**config.mk**
```make
export PLATFORM = sky130hd
export DESIGN_NAME = stc_setup
export DESIGN_NICKNAME = d
export VERILOG_FILES = /design/src/stc_pkg.sv /design/src/stc_setup.sv
export SDC_FILE = /design/constraint.sdc
export NUM_CORES = 2
export LEC_CHECK = 0
export BUFFER_PORTS_ARGS = -buffer_cell sky130_fd_sc_hd__buf_2
export CAP_MARGIN = 20
export CORE_UTILIZATION = 40
export DETAILED_ROUTE_END_ITERATION = 7
export GPL_ROUTABILITY_DRIVEN = 0
export HOLD_SLACK_MARGIN = 0.06
export PLACE_DENSITY_LB_ADDON = 0.08
export SLEW_MARGIN = 20
export SYNTH_ARGS = -nofsm -noshare
export SYNTH_HDL_FRONTEND = slang
export SYNTH_SLANG_ARGS = --single-unit
export TNS_END_PERCENT = 50
```
**constraint.sdc**
```tcl
create_clock -name clk -period 24.7 [get_ports clk]
set_clock_uncertainty 0.1 [all_clocks]
set_input_delay 4.94 -clock clk [delete_from_list [all_inputs] [get_ports clk]]
set_output_delay 4.94 -clock clk [all_outputs]
set_load 0.02 [all_outputs]
```
**src/stc_pkg.sv**
```systemverilog
// ----------------------------------------------------------------------------
// stc_pkg
// Shared widths and reset values for the supersampled coverage block.
// ----------------------------------------------------------------------------
package stc_pkg;

    localparam int RATE_W  = 5;
    localparam int COLOR_W = 8;

    localparam logic [RATE_W-1:0] RATE_RESET = RATE_W'(1);

endpackage

```
**src/stc_setup.sv**
```systemverilog
// ----------------------------------------------------------------------------
// stc_setup
// Four stages: edge deltas, winding products, reorder and box test,
// sample-origin offsets per edge.
// ----------------------------------------------------------------------------
module stc_setup #(
    parameter int PIXEL_COORD_BITS = 12,
    parameter int SUBPIXEL_BITS    = 4,
    parameter int MAX_GRID_SIDE    = 4,
    localparam int VB    = PIXEL_COORD_BITS + SUBPIXEL_BITS + 1,
    localparam int DW    = VB + 1,
    localparam int DIMW  = $clog2(MAX_GRID_SIDE + 1),
    localparam int SW    = $clog2(2 * MAX_GRID_SIDE + 1),
    localparam int RW    = PIXEL_COORD_BITS + SUBPIXEL_BITS + SW + 3,
    localparam int SIDEW = 2 * PIXEL_COORD_BITS + 3 * stc_pkg::COLOR_W
) (
    input  logic                   clk,
    input  logic                   rst_n,
    input  logic                   in_valid,
    output logic                   in_ready,
    input  logic [SIDEW-1:0]       side_in,
    input  logic [DIMW-1:0]        dim_in,
    input  logic signed [VB-1:0]   ax,
    input  logic signed [VB-1:0]   ay,
    input  logic signed [VB-1:0]   bx,
    input  logic signed [VB-1:0]   by,
    input  logic signed [VB-1:0]   cx,
    input  logic signed [VB-1:0]   cy,
    output logic                   out_valid,
    input  logic                   out_ready,
    output logic [SIDEW-1:0]       side_out,
    output logic [DIMW-1:0]        dim_out,
    output logic                   inbox,
    output logic signed [RW-1:0]   rx [3],
    output logic signed [RW-1:0]   ry [3],
    output logic signed [DW-1:0]   ex [3],
    output logic signed [DW-1:0]   ey [3]
);
    import stc_pkg::*;

    localparam int NS = 4;
    localparam int PW = 2 * DW;
    localparam int BW = VB + 1;
    localparam int P  = PIXEL_COORD_BITS;

    function automatic logic signed [VB-1:0] min3(input logic signed [VB-1:0] a,
                                                  input logic signed [VB-1:0] b,
                                                  input logic signed [VB-1:0] c);
        logic signed [VB-1:0] r;
        r = (a < b) ? a : b;
        return (r < c) ? r : c;
    endfunction

    function automatic logic signed [VB-1:0] max3(input logic signed [VB-1:0] a,
                                                  input logic signed [VB-1:0] b,
                                                  input logic signed [VB-1:0] c);
        logic signed [VB-1:0] r;
        r = (a > b) ? a : b;
        return (r > c) ? r : c;
    endfunction

    logic [NS-1:0] vld_reg;
    logic [NS:0]   en;

    logic [SIDEW-1:0]     s1_side_reg, s2_side_reg, s3_side_reg, s4_side_reg;
    logic [DIMW-1:0]      s1_dim_reg, s2_dim_reg, s3_dim_reg, s4_dim_reg;
    logic signed [VB-1:0] s1_x_reg [3];
    logic signed [VB-1:0] s1_y_reg [3];
    logic signed [VB-1:0] s2_x_reg [3];
    logic signed [VB-1:0] s2_y_reg [3];
    logic signed [VB-1:0] s3_x_reg [3];
    logic signed [VB-1:0] s3_y_reg [3];
    logic signed [DW-1:0] s1_dx_reg, s1_dy_reg, s1_ex_reg, s1_ey_reg;
    logic signed [PW-1:0] s2_p1_reg, s2_p2_reg;
    logic signed [VB-1:0] s2_minx_reg, s2_maxx_reg, s2_miny_reg, s2_maxy_reg;
    logic                 s3_inbox_reg, s4_inbox_reg;
    logic signed [RW-1:0] s4_rx_reg [3];
    logic signed [RW-1:0] s4_ry_reg [3];
    logic signed [DW-1:0] s4_ex_reg [3];
    logic signed [DW-1:0] s4_ey_reg [3];

    logic                 swap;
    logic signed [VB-1:0] ox [3];
    logic signed [VB-1:0] oy [3];
    logic signed [BW-1:0] xlo, xhi, ylo, yhi;
    logic                 box_hit;
    logic [SW-1:0]        s2f;
    logic signed [RW-1:0] s2s, one_r, xorg, yorg;
    logic signed [RW-1:0] rx_next [3];
    logic signed [RW-1:0] ry_next [3];
    logic signed [DW-1:0] ex_next [3];
    logic signed [DW-1:0] ey_next [3];

    always_comb
    begin
        en[NS] = out_ready;
        for (int i = NS - 1; i >= 0; i--)
        begin
            en[i] = !vld_reg[i] || en[i+1];
        end
    end

    assign in_ready  = en[0];
    assign out_valid = vld_reg[NS-1];

    always_ff @(posedge clk or negedge rst_n)
    begin
        if (!rst_n)
        begin
            vld_reg <= '0;
        end
        else
        begin
            if (en[0])
            begin
                vld_reg[0] <= in_valid;
            end
            for (int i = 1; i < NS; i++)
            begin
                if (en[i])
                begin
                    vld_reg[i] <= vld_reg[i-1];
                end
            end
        end
    end

    // reorder and box test
    always_comb
    begin
        swap  = s2_p1_reg > s2_p2_reg;
        ox[0] = s2_x_reg[0];
        oy[0] = s2_y_reg[0];
        ox[1] = swap ? s2_x_reg[2] : s2_x_reg[1];
        oy[1] = swap ? s2_y_reg[2] : s2_y_reg[1];
        ox[2] = swap ? s2_x_reg[1] : s2_x_reg[2];
        oy[2] = swap ? s2_y_reg[1] : s2_y_reg[2];
        xlo   = $signed(BW'(s2_side_reg[SIDEW-1 -: P]) << SUBPIXEL_BITS);
        xhi   = $signed((BW'(s2_side_reg[SIDEW-1 -: P]) + BW'(1)) << SUBPIXEL_BITS);
        ylo   = $signed(BW'(s2_side_reg[SIDEW-P-1 -: P]) << SUBPIXEL_BITS);
        yhi   = $signed((BW'(s2_side_reg[SIDEW-P-1 -: P]) + BW'(1)) << SUBPIXEL_BITS);
        box_hit = (BW'(s2_minx_reg) < xhi) && (xlo < BW'(s2_maxx_reg)) &&
                  (BW'(s2_miny_reg) < yhi) && (ylo < BW'(s2_maxy_reg));
    end

    // sample origin relative to each vertex, in units of 1/(2*dim) subpixel
    always_comb
    begin
        s2f   = SW'(s3_dim_reg) << 1;
        s2s   = $signed(RW'(s2f));
        one_r = $signed(RW'(1) << SUBPIXEL_BITS);
        xorg  = $signed(RW'(s3_side_reg[SIDEW-1 -: P]) << SUBPIXEL_BITS) * s2s + one_r;
        yorg  = $signed(RW'(s3_side_reg[SIDEW-P-1 -: P]) << SUBPIXEL_BITS) * s2s + one_r;
        for (int i = 0; i < 3; i++)
        begin
            rx_next[i] = xorg - RW'(s3_x_reg[i]) * s2s;
            ry_next[i] = yorg - RW'(s3_y_reg[i]) * s2s;
            ex_next[i] = DW'(s3_x_reg[(i == 2) ? 0 : i + 1]) - DW'(s3_x_reg[i]);
            ey_next[i] = DW'(s3_y_reg[(i == 2) ? 0 : i + 1]) - DW'(s3_y_reg[i]);
        end
    end

    always_ff @(posedge clk)
    begin
        if (en[0])
        begin
            s1_side_reg <= side_in;
            s1_dim_reg  <= dim_in;
            s1_x_reg[0] <= ax;
            s1_x_reg[1] <= bx;
            s1_x_reg[2] <= cx;
            s1_y_reg[0] <= ay;
            s1_y_reg[1] <= by;
            s1_y_reg[2] <= cy;
            s1_dx_reg   <= DW'(ax) - DW'(bx);
            s1_dy_reg   <= DW'(ay) - DW'(by);
            s1_ex_reg   <= DW'(cx) - DW'(ax);
            s1_ey_reg   <= DW'(cy) - DW'(ay);
        end
        if (en[1])
        begin
            s2_side_reg <= s1_side_reg;
            s2_dim_reg  <= s1_dim_reg;
            s2_x_reg    <= s1_x_reg;
            s2_y_reg    <= s1_y_reg;
            s2_p1_reg   <= PW'(s1_dx_reg) * PW'(s1_ey_reg);
            s2_p2_reg   <= PW'(s1_dy_reg) * PW'(s1_ex_reg);
            s2_minx_reg <= min3(s1_x_reg[0], s1_x_reg[1], s1_x_reg[2]);
            s2_maxx_reg <= max3(s1_x_reg[0], s1_x_reg[1], s1_x_reg[2]);
            s2_miny_reg <= min3(s1_y_reg[0], s1_y_reg[1], s1_y_reg[2]);
            s2_maxy_reg <= max3(s1_y_reg[0], s1_y_reg[1], s1_y_reg[2]);
        end
        if (en[2])
        begin
            s3_side_reg  <= s2_side_reg;
            s3_dim_reg   <= s2_dim_reg;
            s3_inbox_reg <= box_hit;
            s3_x_reg     <= ox;
            s3_y_reg     <= oy;
        end
        if (en[3])
        begin
            s4_side_reg  <= s3_side_reg;
            s4_dim_reg   <= s3_dim_reg;
            s4_inbox_reg <= s3_inbox_reg;
            s4_rx_reg    <= rx_next;
            s4_ry_reg    <= ry_next;
            s4_ex_reg    <= ex_next;
            s4_ey_reg    <= ey_next;
        end
    end

    assign side_out = s4_side_reg;
    assign dim_out  = s4_dim_reg;
    assign inbox    = s4_inbox_reg;
    assign rx       = s4_rx_reg;
    assign ry       = s4_ry_reg;
    assign ex       = s4_ex_reg;
    assign ey       = s4_ey_reg;

endmodule

```
==> results.cfg <==
[status]
outcome = complete, but fails checks
failed_checks = DRC

[route]
post_drt_wl_per_cell_um = 19.76
drc = 176
drt_pass1_iterations = 7
routed_wl_um = 228400
dr_total_vias = 57632
ant_nets = 0
viasPerCell = 4.985
initialDrtViolationCount = 2881

[clocking]
cts_sinks = 960
cts_resized = 0
clk_latency_ns = 0.78
root_buffer = clkbuf_16
cts.hold.buffers_added = 0
cts_htree_levels = 3
clock_path_buffers = 3
cts_tree = done
cts_setup_buffers = 0
clk_pin_slew_worst_paths_ns = 0.06
cts_inserted_buffers = 105

[synth]
netlist_area_mm2 = 0.08534
async_flop_share_pct = 0.4167
yosysSeqAreaShare_pct = 33.76
synth_edf_count = 956
ys_ff_latch = 960
ys.flop_type = edfxtp_1
avgSynthCellArea_um2 = 10.44
ys_warn_count = 0
synthCells = 8174
ys_types = 82

[worst_setup_path]
endpoint_kind = primary output
critical_path_class = primary input to primary output
critPathMaxFanout = 13
required_ns = 19.66
start_kind = primary input
cp_data_arrival_time_ns = 7.09

[layout]
multi_input_area_mm2 = 0.04974
fin_nets = 10472
ff_latch_area_mm2 = 0.02881
final_cells = 11561
final_common_cell = inv_1
nFillCells = 20131
drive_gt1_share_pct = 9.458
fin_util_pct = 44.62
mostFrequentLayoutCells = inv_1, edfxtp_1, ha_1
syn_to_final_growth_pct = 10.90

[timing]
timing.final.hold_violations = 0
slew_headroom_pct = 30.07
fmax_mhz = 82.42
final-setup-viol-count = 0
hold_ws_ns = 0.3129
fin_tns_setup_ns = 0
final.period_utilization_pct = 49.12
drv_slew = 0
worstMarginPinSlew_ns = 1.043
min_period_ns = 12.13
grt_setup_unrepaired = false

[global_routing]
grt_use_total_pct = 21.33
grt_antenna_before_repair = 25
grt_max_degree = 123
grt_pass1_vias = 60483
grt_pass1_wl_um = 350900
grt_overflow = 0

[die]
die-width_um = 463.9
num_rows = 169
io_pins = 457
die-area_mm2 = 0.2152
initial_utilization_pct = 40.24
fp.dieH_um = 463.9
core_area_mm2 = 0.2121

[placed_design]
place_inst = 11339
numPortBuffers = 450
hpwl_um = 184300

[job]
cap_violations = 0

[hold_path]
min_path_type = flop to flop
## kinds of logic (layout without fill, tap and decap cells)
logic type | after synthesis | in the layout | synth area share [%]
fa+ha+maj | 1690 | 1690 | 31.75
simple gates | 2072 | 2072 | 12.14
other cells | 1 | 34 | 0.004394
buf+inv | 1814 | 2347 | 8.013
xor+xnor | 406 | 406 | 4.167
compound gates | 1081 | 1081 | 8.202
mux | 150 | 150 | 1.971
flops | 960 | 960 | 33.76
## area by class of cell
class	instances	share of cell area [%]
Sequential cell	960	30.44
Antenna cell	28	0.07404
Inverter	1656	6.576
Clock buffer	118	2.850
Multi-Input combinational cell	5405	52.56
Timing Repair Buffer	497	2.779
Tap cell	2821	3.730
Clock inverter	76	0.9889
## worst paths after layout
| kind | from | to | slack, ns | depth (start not counted) |
|---|---|---|---|---|
| worst max-delay path | out_ready | in_ready | 12.57 | 5 |
| worst min-delay path | ox[44] | s3_x_reg[44] | 0.31 | 0 |
| worst max register to register | s1_dx_reg[17] | s2_p1_reg[35] | 16.65 | 23 |
| worst min register to register | ox[44] | s3_x_reg[44] | 0.31 | 0 |
| max in group asynchronous | rst_n | vld_reg[2] | 20.51 | 1 |
| min in group asynchronous | rst_n | vld_reg[1] | 3.86 | 1 |
## routing by layer
| layer | wire length (um) | track usage [%] | part of all wire (%) | vias to the layer above |
|---|---|---|---|---|
| li1 | - | - | - | 27754 |
| met4 | 8390 | 7.978 | 3.7 | 0 |
| met3 | 7293 | 2.029 | 3.2 | 305 |
| met2 | 111500 | 36.88 | 49 | 944 |
| met5 | 0 | 0 | 0 | - |
| met1 | 101200 | 27.58 | 44 | 28629 |
## critical path: stages
cell	delay (ns)
buf_2	0.10
nor2b_1	0.64
nand4_1	0.71
buf_4	0.49
buf_2	0.20
## metrics by stage
stage	cell area, um2	setup WS (ns)
global placement	90930	12.65
finish	94640	12.57
CTS	94570	12.51
floorplan	85350	8.189
global route	94630	12.41
detailed placement	90930	12.50
## synthesized netlist by cell type (22+ instances only)
cell | n | share of area [%]
nor2_1 | 317 | 1.4
nand4_1 | 35 | 0.26
a31oi_1 | 24 | 0.18
a211oi_1 | 43 | 0.38
o21bai_1 | 31 | 0.27
nand2b_1 | 64 | 0.47
and2_1 | 566 | 4.1
nand2_1 | 664 | 2.9
fa_1 | 792 | 19
a21oi_1 | 285 | 1.7
ha_1 | 898 | 13
o211ai_1 | 31 | 0.27
o21ai_0 | 230 | 1.3
nor2b_1 | 101 | 0.74
nand3_1 | 82 | 0.48
and3_1 | 39 | 0.29
edfxtp_1 | 956 | 34
clkbuf_1 | 144 | 0.63
o31ai_1 | 22 | 0.19
nor3_1 | 96 | 0.56
or3_1 | 36 | 0.26
o21a_1 | 92 | 0.81
xnor2_1 | 268 | 2.8
a21boi_0 | 34 | 0.30
xor2_1 | 138 | 1.4
inv_1 | 1656 | 7.3
a21o_1 | 130 | 1.1
mux2_2 | 125 | 1.6
Power is left out: the tool's default activity adds up to more than one toggle a clock period on the data nets, which glitch-free logic cannot reach.
